`src/hdl/mcd_pkg.sv`:
```
package mcd_pkg;

  localparam int SAMPLE_W    = 24;
  localparam int SCALE_W     = 20;
  localparam int FRAC_SHIFT  = 26;
  localparam int PROD_W      = SAMPLE_W + SCALE_W + 1;
  localparam int QUOT_W      = PROD_W - FRAC_SHIFT;
  localparam int OUT_W       = 16;
  localparam int ZOOM_W      = 15;
  localparam int MAX_ZOOM    = 16384;
  localparam int CNT_W       = 17;
  localparam int COLS_W      = 9;
  localparam int MAX_COLUMNS = 256;
  localparam int IDX_W       = 8;
  localparam int CFG_IDX_W   = 3;
  localparam int CFG_DATA_W  = 20;

  localparam logic signed [SAMPLE_W-1:0] START_MAX = -24'sd5242880;
  localparam logic signed [SAMPLE_W-1:0] START_MIN = 24'sd5242880;

  localparam logic [ZOOM_W-1:0]  ZOOM_RST  = 15'd1;
  localparam logic [COLS_W-1:0]  COLS_RST  = 9'd128;
  localparam logic [SCALE_W-1:0] SCALE_RST = 20'd8192;

  localparam logic signed [QUOT_W-1:0] OUT_HI = 19'sd32767;
  localparam logic signed [QUOT_W-1:0] OUT_LO = -19'sd32768;

  typedef enum logic [CFG_IDX_W-1:0] {
    REG_ZOOM   = 3'd0,
    REG_COLS   = 3'd1,
    REG_SCALE  = 3'd2,
    REG_STEREO = 3'd3,
    REG_CHSEL  = 3'd4
  } cfg_reg_t;

  typedef struct packed {
    logic [CNT_W-1:0]  group;
    logic [COLS_W-1:0] cols;
    logic              stereo;
    logic              chsel;
  } acc_cfg_t;

  typedef struct packed {
    logic                       valid;
    logic signed [SAMPLE_W-1:0] min;
    logic signed [SAMPLE_W-1:0] max;
    logic [IDX_W-1:0]           idx;
  } pend_t;

  // product / 2^26, truncated toward zero, saturated to 16 bits
  function automatic logic signed [OUT_W-1:0] scale_sat(
    input logic signed [SAMPLE_W-1:0] s,
    input logic [SCALE_W-1:0]         k
  );
    logic signed [PROD_W-1:0] p;
    logic signed [QUOT_W-1:0] q;
    p = PROD_W'(s) * $signed({1'b0, k});
    q = p[PROD_W-1:FRAC_SHIFT];
    if (p[PROD_W-1] && (|p[FRAC_SHIFT-1:0])) begin
      q = q + QUOT_W'(1);
    end
    if (q > OUT_HI) begin
      return OUT_HI[OUT_W-1:0];
    end else if (q < OUT_LO) begin
      return OUT_LO[OUT_W-1:0];
    end
    return q[OUT_W-1:0];
  endfunction

endpackage

```
`src/hdl/mcd_if.sv`:
```
interface sample_if;
  logic                                valid;
  logic                                ready;
  logic signed [mcd_pkg::SAMPLE_W-1:0] sample_first;
  logic signed [mcd_pkg::SAMPLE_W-1:0] sample_second;
  modport source (output valid, sample_first, sample_second, input ready);
  modport sink (input valid, sample_first, sample_second, output ready);
endinterface

interface column_if;
  logic                             valid;
  logic                             ready;
  logic signed [mcd_pkg::OUT_W-1:0] column_min;
  logic signed [mcd_pkg::OUT_W-1:0] column_max;
  logic [mcd_pkg::IDX_W-1:0]        column_index;
  modport source (output valid, column_min, column_max, column_index, input ready);
  modport sink (input valid, column_min, column_max, column_index, output ready);
endinterface

```
`src/hdl/mcd_accum.sv`:
```
module mcd_accum (
  input  logic                clk,
  input  logic                rst,
  input  mcd_pkg::acc_cfg_t   cfg,
  input  logic                accept,
  input  logic signed [mcd_pkg::SAMPLE_W-1:0] sample_first,
  input  logic signed [mcd_pkg::SAMPLE_W-1:0] sample_second,
  input  logic                advance,
  output mcd_pkg::pend_t      pend
);

  logic signed [mcd_pkg::SAMPLE_W-1:0] running_max, running_max_next;
  logic signed [mcd_pkg::SAMPLE_W-1:0] running_min, running_min_next;
  logic [mcd_pkg::CNT_W-1:0]           count, count_inc;
  logic [mcd_pkg::IDX_W-1:0]           column, column_next;
  logic [mcd_pkg::COLS_W-1:0]          column_inc;
  logic signed [mcd_pkg::SAMPLE_W-1:0] sel;
  logic                                done;

  always_comb begin
    sel = (cfg.stereo && cfg.chsel) ? sample_second : sample_first;
    running_max_next = (sel > running_max) ? sel : running_max;
    running_min_next = (sel < running_min) ? sel : running_min;
    count_inc = count + mcd_pkg::CNT_W'(1);
    done = (count_inc >= cfg.group);
    column_inc = {1'b0, column} + mcd_pkg::COLS_W'(1);
    column_next = (column_inc >= cfg.cols) ? '0 : column_inc[mcd_pkg::IDX_W-1:0];
  end

  always_ff @(posedge clk) begin
    if (rst) begin
      running_max <= mcd_pkg::START_MAX;
      running_min <= mcd_pkg::START_MIN;
      count       <= '0;
      column      <= '0;
      pend.valid  <= 1'b0;
    end else begin
      pend.valid <= (accept && done) || (pend.valid && !advance);
      if (accept) begin
        if (done) begin
          running_max <= mcd_pkg::START_MAX;
          running_min <= mcd_pkg::START_MIN;
          count       <= '0;
          column      <= column_next;
        end else begin
          running_max <= running_max_next;
          running_min <= running_min_next;
          count       <= count_inc;
        end
      end
    end
    if (accept && done) begin
      pend.min <= running_min_next;
      pend.max <= running_max_next;
      pend.idx <= column;
    end
  end

  a_restart: assert property (@(posedge clk) disable iff (rst)
    accept && done |=> count == '0 && running_max == mcd_pkg::START_MAX)
    else $error("group did not restart");
  a_count: assert property (@(posedge clk) disable iff (rst)
    accept && !done |=> count == $past(count) + mcd_pkg::CNT_W'(1))
    else $error("sample count did not step");
  a_hold: assert property (@(posedge clk) disable iff (rst)
    pend.valid && !advance |=> pend.valid && $stable(pend.idx))
    else $error("pending column lost");
  a_order: assert property (@(posedge clk) disable iff (rst)
    pend.valid |-> pend.min <= pend.max)
    else $error("column min above max");

endmodule

```
`src/hdl/mcd_scale.sv`:
```
module mcd_scale (
  input  logic                          clk,
  input  logic                          rst,
  input  logic [mcd_pkg::SCALE_W-1:0]   column_scale,
  input  mcd_pkg::pend_t                pend,
  output logic                          advance,
  column_if.source                      col
);

  logic open;

  assign open    = !col.valid || col.ready;
  assign advance = pend.valid && open;

  always_ff @(posedge clk) begin
    if (rst) begin
      col.valid <= 1'b0;
    end else if (open) begin
      col.valid <= pend.valid;
    end
  end

  always_ff @(posedge clk) begin
    if (advance) begin
      col.column_min   <= mcd_pkg::scale_sat(pend.min, column_scale);
      col.column_max   <= mcd_pkg::scale_sat(pend.max, column_scale);
      col.column_index <= pend.idx;
    end
  end

  a_load: assert property (@(posedge clk) disable iff (rst)
    advance |=> col.valid)
    else $error("column transaction not loaded");
  a_sorted: assert property (@(posedge clk) disable iff (rst)
    col.valid |-> col.column_min <= col.column_max)
    else $error("scaled min above max");
  a_idx: assert property (@(posedge clk) disable iff (rst)
    advance |=> col.column_index == $past(pend.idx))
    else $error("column index mismatch");

endmodule

```
`src/hdl/minmax_column_decimator_unit.sv`:
```
// channel  dir  payload                                   handshake
// smp      in   sample_first, sample_second               valid/ready
// col      out  column_min, column_max, column_index      valid/ready
// cfg      in   cfg_index, cfg_data                       cfg_we only
//
// One sample transaction per cycle while smp.ready is high, no bubbles between groups.
// The sample that closes a group is registered as a pending column in the
// min/max tracker, then scaled into the multiply/saturate output register.
// Output stalls back up through one pending column; smp.ready drops only
// when both the pending slot and the output register are full.
// Synchronous reset restores the register defaults and an empty group.
module minmax_column_decimator_unit (
  input  logic                             clk,
  input  logic                             rst,
  input  logic                             cfg_we,
  input  logic [mcd_pkg::CFG_IDX_W-1:0]    cfg_index,
  input  logic [mcd_pkg::CFG_DATA_W-1:0]   cfg_data,
  sample_if.sink                           smp,
  column_if.source                         col
);

  logic [mcd_pkg::ZOOM_W-1:0]  zoom_level;
  logic [mcd_pkg::COLS_W-1:0]  column_count;
  logic [mcd_pkg::SCALE_W-1:0] column_scale;
  logic                        stereo_mode;
  logic                        channel_select;
  logic [mcd_pkg::ZOOM_W-1:0]  zoom_eff;
  mcd_pkg::acc_cfg_t           acfg;
  mcd_pkg::pend_t              pend;
  logic                        advance;
  logic                        accept;

  always_ff @(posedge clk) begin
    if (rst) begin
      zoom_level     <= mcd_pkg::ZOOM_RST;
      column_count   <= mcd_pkg::COLS_RST;
      column_scale   <= mcd_pkg::SCALE_RST;
      stereo_mode    <= 1'b0;
      channel_select <= 1'b0;
    end else if (cfg_we) begin
      unique case (cfg_index)
        mcd_pkg::REG_ZOOM:   zoom_level     <= cfg_data[mcd_pkg::ZOOM_W-1:0];
        mcd_pkg::REG_COLS:   column_count   <= cfg_data[mcd_pkg::COLS_W-1:0];
        mcd_pkg::REG_SCALE:  column_scale   <= cfg_data;
        mcd_pkg::REG_STEREO: stereo_mode    <= cfg_data[0];
        mcd_pkg::REG_CHSEL:  channel_select <= cfg_data[0];
        default: ;
      endcase
    end
  end

  always_comb begin
    if (zoom_level == '0) begin
      zoom_eff = mcd_pkg::ZOOM_W'(1);
    end else if (zoom_level > mcd_pkg::ZOOM_W'(mcd_pkg::MAX_ZOOM)) begin
      zoom_eff = mcd_pkg::ZOOM_W'(mcd_pkg::MAX_ZOOM);
    end else begin
      zoom_eff = zoom_level;
    end
    acfg.group = {zoom_eff, 2'b00};
    if (column_count == '0) begin
      acfg.cols = mcd_pkg::COLS_W'(1);
    end else if (column_count > mcd_pkg::COLS_W'(mcd_pkg::MAX_COLUMNS)) begin
      acfg.cols = mcd_pkg::COLS_W'(mcd_pkg::MAX_COLUMNS);
    end else begin
      acfg.cols = column_count;
    end
    acfg.stereo = stereo_mode;
    acfg.chsel  = channel_select;
  end

  assign smp.ready = !pend.valid || advance;
  assign accept    = smp.valid && smp.ready;

  mcd_accum u_accum (
    .clk           (clk),
    .rst           (rst),
    .cfg           (acfg),
    .accept        (accept),
    .sample_first  (smp.sample_first),
    .sample_second (smp.sample_second),
    .advance       (advance),
    .pend          (pend)
  );

  mcd_scale u_scale (
    .clk          (clk),
    .rst          (rst),
    .column_scale (column_scale),
    .pend         (pend),
    .advance      (advance),
    .col          (col)
  );

endmodule
```
`src/flat_wrapper.sv`:
```
// flat-port wrapper written by rule: the top's interface ports become plain ports
module minmax_column_decimator_unit_flat 
  (clk, rst, cfg_we, cfg_index, cfg_data, smp_valid, smp_sample_first, smp_sample_second, smp_ready, col_valid, col_column_min, col_column_max, col_column_index, col_ready);
  sample_if smp_i ();
  column_if col_i ();
  input  logic clk;
  input  logic rst;
  input  logic cfg_we;
  input  logic [mcd_pkg::CFG_IDX_W-1:0] cfg_index;
  input  logic [mcd_pkg::CFG_DATA_W-1:0] cfg_data;
  input wire logic [$bits(smp_i.valid)-1:0] smp_valid;
  input wire logic [$bits(smp_i.sample_first)-1:0] smp_sample_first;
  input wire logic [$bits(smp_i.sample_second)-1:0] smp_sample_second;
  output wire logic [$bits(smp_i.ready)-1:0] smp_ready;
  output wire logic [$bits(col_i.valid)-1:0] col_valid;
  output wire logic [$bits(col_i.column_min)-1:0] col_column_min;
  output wire logic [$bits(col_i.column_max)-1:0] col_column_max;
  output wire logic [$bits(col_i.column_index)-1:0] col_column_index;
  input wire logic [$bits(col_i.ready)-1:0] col_ready;
  assign smp_i.valid = smp_valid;
  assign smp_i.sample_first = smp_sample_first;
  assign smp_i.sample_second = smp_sample_second;
  assign smp_ready = smp_i.ready;
  assign col_valid = col_i.valid;
  assign col_column_min = col_i.column_min;
  assign col_column_max = col_i.column_max;
  assign col_column_index = col_i.column_index;
  assign col_i.ready = col_ready;
  minmax_column_decimator_unit u_core (.clk(clk), .rst(rst), .cfg_we(cfg_we), .cfg_index(cfg_index), .cfg_data(cfg_data), .smp(smp_i), .col(col_i));
endmodule
```
`config.mk`:
```
export PLATFORM = sky130hd
export DESIGN_NAME = minmax_column_decimator_unit_flat
export DESIGN_NICKNAME = d
export VERILOG_FILES = /design/src/hdl/mcd_pkg.sv /design/src/hdl/mcd_if.sv /design/src/hdl/mcd_accum.sv /design/src/hdl/mcd_scale.sv /design/src/hdl/minmax_column_decimator_unit.sv /design/src/flat_wrapper.sv
export SDC_FILE = /design/constraint.sdc
export NUM_CORES = 2
export LEC_CHECK = 0
export BUFFER_PORTS_ARGS = -buffer_cell sky130_fd_sc_hd__buf_2
export CORE_AREA = 2 2 404 406
export CTS_CLUSTER_DIAMETER = 100
export DETAILED_ROUTE_END_ITERATION = 12
export DIE_AREA = 0 0 406 408
export PLACE_DENSITY = 0.45
export SLEW_MARGIN = 20
export SYNTH_ARGS = -nofsm -noshare
export SYNTH_HDL_FRONTEND = slang
export SYNTH_SLANG_ARGS = --single-unit
```
`constraint.sdc`:
```
create_clock -name clk -period 10.29 [get_ports clk]
set_clock_uncertainty 0.1 [all_clocks]
set_input_delay 0.5145 -clock clk [delete_from_list [all_inputs] [get_ports clk]]
set_output_delay 0.5145 -clock clk [all_outputs]
set_load 0.01 [all_outputs]
```
# Word-level counts from Yosys, hierarchy flattened
# Cells that the tools add are included.
[op_classes]
shift = 0
n_eq_ne = 4
order_cmp = 10
div = 0
muxes = 27
addsub = 4
reduce_logical = 24
multipliers = 2
bitwise = 0
[ops]
columns = ["operator", "n"]
rows = [
  ["$mux 24", 5],
  ["$mux 16", 6],
  ["$mul 24x21->45", 2],
  ["$mux 19", 4],
  ["$reduce_or 26->1", 2],
  ["$add 19x2->19 const B", 2],
  ["$gt 19x16->1 const B", 2],
  ["$lt 19x16->1 const B", 2],
  ["$mux 15", 2],
  ["$gt 24x24->1", 1],
  ["$lt 24x24->1", 1],
  ["$mux 9", 2],
  ["$add 17x1->17 const B", 1],
  ["$ge 17x17->1", 1],
  ["$mux 17", 1],
  ["$gt 15x15->1 const B", 1],
  ["$logic_not 15->1", 1],
  ["$reduce_and 2->1", 6],
  ["$add 8x1->9 const B", 1],
  ["$ge 9x9->1", 1],
  ["$gt 9x9->1 const B", 1],
  ["$logic_not 9->1", 1],
  ["$mux 8", 1],
  ["$logic_and 1x1->1", 7],
  ["other kinds (7)", 17],
]
[word_totals]
elab_cells = 88
inputBits = 76
memories = 0
latchBits = 0
output_inout_bits = 42
regBits = 217
ram_bits = 0
mem_bits_ro = 0

# Logic depth before layout (Yosys ltp)
[logic_depth]
depth_word = 10
depth_mapped = 32
ltp_nobuf = 29

# Modules after synthesis
# A second synthesis with hierarchy kept.
[hier_totals]
cells_unflattened = 5365
area_unflattened_um2 = 48610.4
[modules_own_cells]
columns = ["mod", "n_inst", "seq_area_each_um2", "cells_per_inst", "area_per_inst_um2"]
rows = [
  ["mcd_scale", 1, 1221.2, 4328, 39317.7],
  ["mcd_accum", 1, 3163.0, 797, 7415.9],
  ["minmax_column_decimator_unit", 1, 920.9, 240, 1876.8],
]

# Worst setup path after synthesis
# Ideal clock, no wire load.
[synth_timing]
path_kind = "register to register"
start = "register u_core.column_scale[7] in the netlist's numbering"
end = "register u_core.u_scale.col.column_min[10], data pin"
path_buffers = 4
slack_ps = 1594
setup_time_ps = 256
stages_incl_launch_ff = 29
arrival_ps = 8340
synth_period_minus_slack_ps = 8696
t_required_ps = 9934
cell_sequence = "dfxtp_1 clkbuf_1 clkbuf_1 nand2_1 fa_1 fa_1 inv_1 fa_1 inv_1 fa_1 inv_1 fa_1 fa_1 fa_1 ha_1 buf_2 and3_1 and3_1 and4_1 o21ai_1 nor4bb_1 or4b_4 a41oi_2 nand3_2 or4_4 xnor2_1 a311oi_2 buf_6 o21ai_2"
[synth_between]
elab_chain_cells = 10
word_cells_on_any_way = 13
classes_between = "add/sub (1); mul (1); order compare (2); mux (7); reduce/logical (2)"
[synth_lines]
columns = ["element", "line_no", "rtl"]
rows = [
  ["start: declaration", "minmax_column_decimator_unit.sv:24", "logic [mcd_pkg::SCALE_W-1:0] column_scale;"],
  ["start signal: assignment", "minmax_column_decimator_unit.sv:37", "column_scale <= mcd_pkg::SCALE_RST;"],
  ["start signal: assignment", "minmax_column_decimator_unit.sv:44", "mcd_pkg::REG_SCALE: column_scale <= cfg_data;"],
  ["$mul 24x21->45 (*)", "mcd_pkg.sv:57", "p = PROD_W'(s) * $signed({1'b0, k});"],
  ["branches (longest 2 deep; another with $add 19x2->19)", "n/a", ""],
  ["$mux 19 (*)", "mcd_pkg.sv:59", "if (p[PROD_W-1] && (|p[FRAC_SHIFT-1:0])) begin"],
  ["$mux 19 (*)", "mcd_scale.sv:24", "if (advance) begin"],
  ["$lt 19x16->1", "mcd_pkg.sv:64", "end else if (q < OUT_LO) begin"],
  ["$mux 1", "mcd_pkg.sv:64", ""],
  ["$mux 1", "mcd_pkg.sv:62", "if (q > OUT_HI) begin"],
  ["$mux 1", "mcd_scale.sv:24", ""],
  ["$mux 16 (*)", "mcd_pkg.sv:67", "return q[OUT_W-1:0];"],
  ["end signal: assignment", "mcd_scale.sv:25", "col.column_min <= mcd_pkg::scale_sat(pend.min, column_scale);"],
  ["end: declaration", "mcd_if.sv:16", "modport source (output valid, column_min, column_max, column_index, input ready);"],
]
# Every way passes the cells marked *. The select of a mux whose other input is x is not followed.
# A chain may end at the register's enable or synchronous reset.

# Final worst setup path
[layout_timing]
start = "register u_core.column_scale[12] in the netlist's numbering"
end = "register u_core.u_scale.col.column_min[3], data pin"
# Same word-level chain as after synthesis.

==> metrics.md <==
| Metric | Value |
|---|---|
| Fillers | `17000` |
| Worst slew pin tran | `1120 ps` |
| Gr ovfl total | `0` |
| PnR worst setup slack | `568 ps` |
| RSZ-0062 raised after global routing | `false` |
| Max incr delay on CP | `880 ps` |
| Clock tree sinks | `217` |
| Minimum clock period | `9720 ps` |
| Synthesis-stage register bit count | `217` |
| I/O Buffers | `117` |
| Final hold vios | `0` |
| CP startpoint kind | `register` |
| Setup WS pre-CTS | `390 ps` |
| Residual DRC count | `0` |
| Final instance area | `52000 µm²` |
| Root Driver | `clkbuf_16` |
| First-pass GRT wire length | `222 mm` |
| Fin Setup TNS | `0 ps` |
| I/O Pins | `118` |
| Maximum clock path buffer count | `3` |
| Sequential element share of the synthesized area | `11.0%` |
| PwrDens | `93.1 nW/µm²` |
| Htree depth | `1` |
| Worst VDD drop | `0.125 mV` |
| Area after DPL | `51000 µm²` |
| First-pass DRT Iterations | `5` |
| Largest net degree at the start of global routing | `50` |
| Worst skew pair latency | `610 ps` |
| Core area | `162000 µm²` |
| Total Routed Length | `136 mm` |
| DR WL/cell | `18.4 µm` |
| Pins Over Slew Limit | `0` |
| CP Capture Type | `register` |
| CP delay by family, top | `adder cells` |
| Cts bufs inserted | `27` |
| CP arrival | `9950 ps` |
| Rel. slew slack | `25.3%` |
| Syn Area/Cell | `9.16 µm²` |
| CP max stage cell | `dfxtp_2` |
| Die area | `166000 µm²` |
| Reg2Reg Setup Slack | `570 ps` |
| RR Endpoint | `u_core.u_scale.col.column_min[3]$_DFFE_PP_` |
| Crit Path Category | `reg2reg` |
| FF-to-FF Start | `u_core.column_scale[12]$_SDFFE_PP0P_` |
| Required time worst endpoint | `10510 ps` |
| Number of global-route vias before repair | `38200` |
| Hold_sp | `cfg_data[17]` |
| Fin nets | `6558` |
| Area Overhead vs Synth | `7.82%` |
| Dpl hpwl | `110 mm` |
| Vias per cell | `4.73` |
| Vert. Die Dim | `408 µm` |
| Antenna violations before repair | `5` |
| Worst hold stages | `3` |
| Worst hold path type | `in2reg` |
| Synthesized instance count | `5269` |
| Synthesized cell area | `48200 µm²` |
| Leak | `25.2 nW` |
| Final GP Congestion | `0.838` |
| Die Wd | `406 µm` |
| Via count | `34900` |
| Fmax | `103 MHz` |
| Starting DRT DRC Count | `1628` |
| CTS tree | `built` |
| Post-Syn Nets | `6641` |
| Status | `completed` |
| Tcrit/Tclk final | `94.5%` |
| Gr usage total | `16.9%` |
| Warnings, synthesis | `0` |
| CP max FO | `33` |
| Share of layout cells above drive strength 1 | `6.13%` |
| MaxCap Viol Count | `0` |
| Ys async rst share | `0%` |
| Antenna-violating nets left | `0` |
| Top FF cell, synth | `dfxtp_1` |
| Initial Utilization | `29.8%` |
| CP dominant cell by count | `fa_1` |
| WHS Endpoint | `u_core.column_scale[17]$_SDFFE_PP0P_` |
| # setup viols final | `0` |
| Buffer and inverter count on the worst path | `5` |
| EDFF count, synth | `96` |
| Clock transition at the registers of the reported paths | `60 ps` |
| # rows | `148` |
| Final hold slack | `58.1 ps` |
| Worst reg-to-reg path cell count | `26` |
| Count of unique library cells instantiated by Yosys | `100` |
==> registers in the layout (all words and copies together) (netlist names) <==
| register | cells |
|---|---|
| u_core.column_count | 9 |
| u_core.u_accum.column | 8 |
| u_core.column_scale | 20 |
| u_core.u_scale.col.valid | 1 |
| u_core.u_accum.pend | 57 |
| u_core.stereo_mode | 1 |
| u_core.u_accum.count | 17 |
| u_core.u_scale.col.column_max | 16 |
| u_core.u_scale.col.column_index | 8 |
| u_core.zoom_level | 15 |
| u_core.channel_select | 1 |
| u_core.u_accum.running_min | 24 |
| u_core.u_scale.col.column_min | 16 |
| u_core.u_accum.running_max | 24 |
==> where the power goes <==
group | switching, mW | total [mW] | internal [mW]
clock network | 0.428 | 1.10 | 0.671
logic | 1.64 | 2.68 | 1.04
registers | 0.0790 | 1.07 | 0.989
total | 2.15 | 4.84 | 2.70
==> routing by layer <==
layer	up-vias	global-route usage, %	routed length (µm)
met2	503	29.3	66700
met4	0	2.66	2070
met3	99	1.16	3530
met1	18100	23.5	63700
li1	16200	-	-
met5	-	0	0
==> timing repair <==
action,CTS,global route
setup buffers,0,2
hold buffers,0,0
endpoints found under the setup margin,0,21
gates resized for setup,0,1
endpoints found under the hold margin,0,0
==> synth_stat cells, drive strengths merged, types with 35 or more instances <==
cell	n	area share, %
a21o	52	0.81
nand3	57	0.61
nor2	121	0.94
xnor2	79	1.4
nand2	583	4.5
and2	632	8.2
fa	982	41
nor3	61	0.63
dfxtp	121	5.0
edfxtp	96	6.0
a21oi	212	2.2
clkbuf	262	2.0
and3	35	0.46
ha	314	8.1
nand4	35	0.45
inv	1017	7.9
a22o	35	0.64
o21ai	110	1.2
==> worst min-delay path, stage by stage <==
cell     delay [ps]
buf_2           100
nand2_1          50
a21oi_1          50
==> placed cells by master, fill, tap and decap left out, drive strengths merged, types with 13 or more instances in the layout <==
cell type | Yosys | routed
xor2 | 34 | 34
mux2 | 17 | 17
edfxtp | 96 | 96
buf | 33 | 183
nand2 | 583 | 583
ha | 314 | 314
a32o | 13 | 13
o21a | 25 | 25
and3 | 35 | 35
nand3 | 57 | 57
inv | 1017 | 1021
o22ai | 17 | 17
nor2b | 18 | 18
and2 | 632 | 632
clkbuf | 262 | 36
nor2 | 121 | 121
dfxtp | 121 | 121
nor3 | 61 | 61
fa | 982 | 982
nor4 | 17 | 17
nand4 | 35 | 35
xnor2 | 79 | 79
a22o | 35 | 35
mux2i | 21 | 21
o21ai | 110 | 110
o211ai | 30 | 30
a31oi | 22 | 22
a21o | 52 | 52
a211oi | 13 | 13
a21oi | 212 | 212
==> final cells by class <==
| class | count | area (µm²) | area share (%) |
|---|---|---|---|
| Multi-Input combinational cell | 3739 | 38000 | 73.0 |
| Tap cell | 2175 | 2720 | 5.23 |
| Inverter | 1018 | 3820 | 7.35 |
| Clock inverter | 14 | 228 | 0.438 |
| Antenna cell | 1 | 2.50 | 0.00481 |
| Clock buffer | 36 | 792 | 1.52 |
| Timing Repair Buffer | 183 | 1150 | 2.20 |
| Sequential cell | 217 | 5330 | 10.2 |
==> worst max path at each step <==
| stage | slack [ps] | cells after the start | end | startpoint |
|---|---|---|---|---|
| floorplan | 1590 | 28 | u_core.u_scale.col.column_min[10]$_DFFE_PP_ | u_core.column_scale[7]$_SDFFE_PP0P_ |
| global placement | 400 | 23 | u_core.u_scale.col.column_min[1]$_DFFE_PP_ | u_core.u_accum.pend[55]$_DFFE_PP_ |
| detailed placement | 390 | 23 | u_core.u_scale.col.column_min[1]$_DFFE_PP_ | u_core.u_accum.pend[55]$_DFFE_PP_ |
| CTS | 360 | 23 | u_core.u_scale.col.column_min[1]$_DFFE_PP_ | u_core.u_accum.pend[55]$_DFFE_PP_ |
| global route | 40 | 26 | u_core.u_scale.col.column_max[5]$_DFFE_PP_ | u_core.u_accum.pend[15]$_DFFE_PP_ |
| finish | 570 | 26 | u_core.u_scale.col.column_min[3]$_DFFE_PP_ | u_core.column_scale[12]$_SDFFE_PP0P_ |
==> logic make-up (layout without fill, tap and decap cells) <==
kind of cell | Yosys count | count (layout) | share of synthesized area (%)
xor gates and xnor gates | 116 | 116 | 2.19
AOI/OAI and AO/OA | 658 | 658 | 9.24
adders and majority gates | 1296 | 1296 | 48.9
DFF | 217 | 217 | 11.0
and+or+nand+nor | 1631 | 1631 | 17.5
other | 0 | 1 | 0
muxes | 38 | 38 | 0.833
buffers and inverters | 1313 | 1251 | 10.3
==> per-stage QoR <==
step | power (mW) | std cells | util (%)
2_1_floorplan | 3.05 | 5269 | -
3_3_place_gp | 3.77 | 7329 | 31.5
3_5_place_dp | 3.77 | 7329 | 31.5
4_1_cts | 4.91 | 7379 | 32.1
5_1_grt | 5.28 | 7382 | 32.2
6_report | 4.84 | 7383 | 32.2
Power figures use the tool's default switching activity.
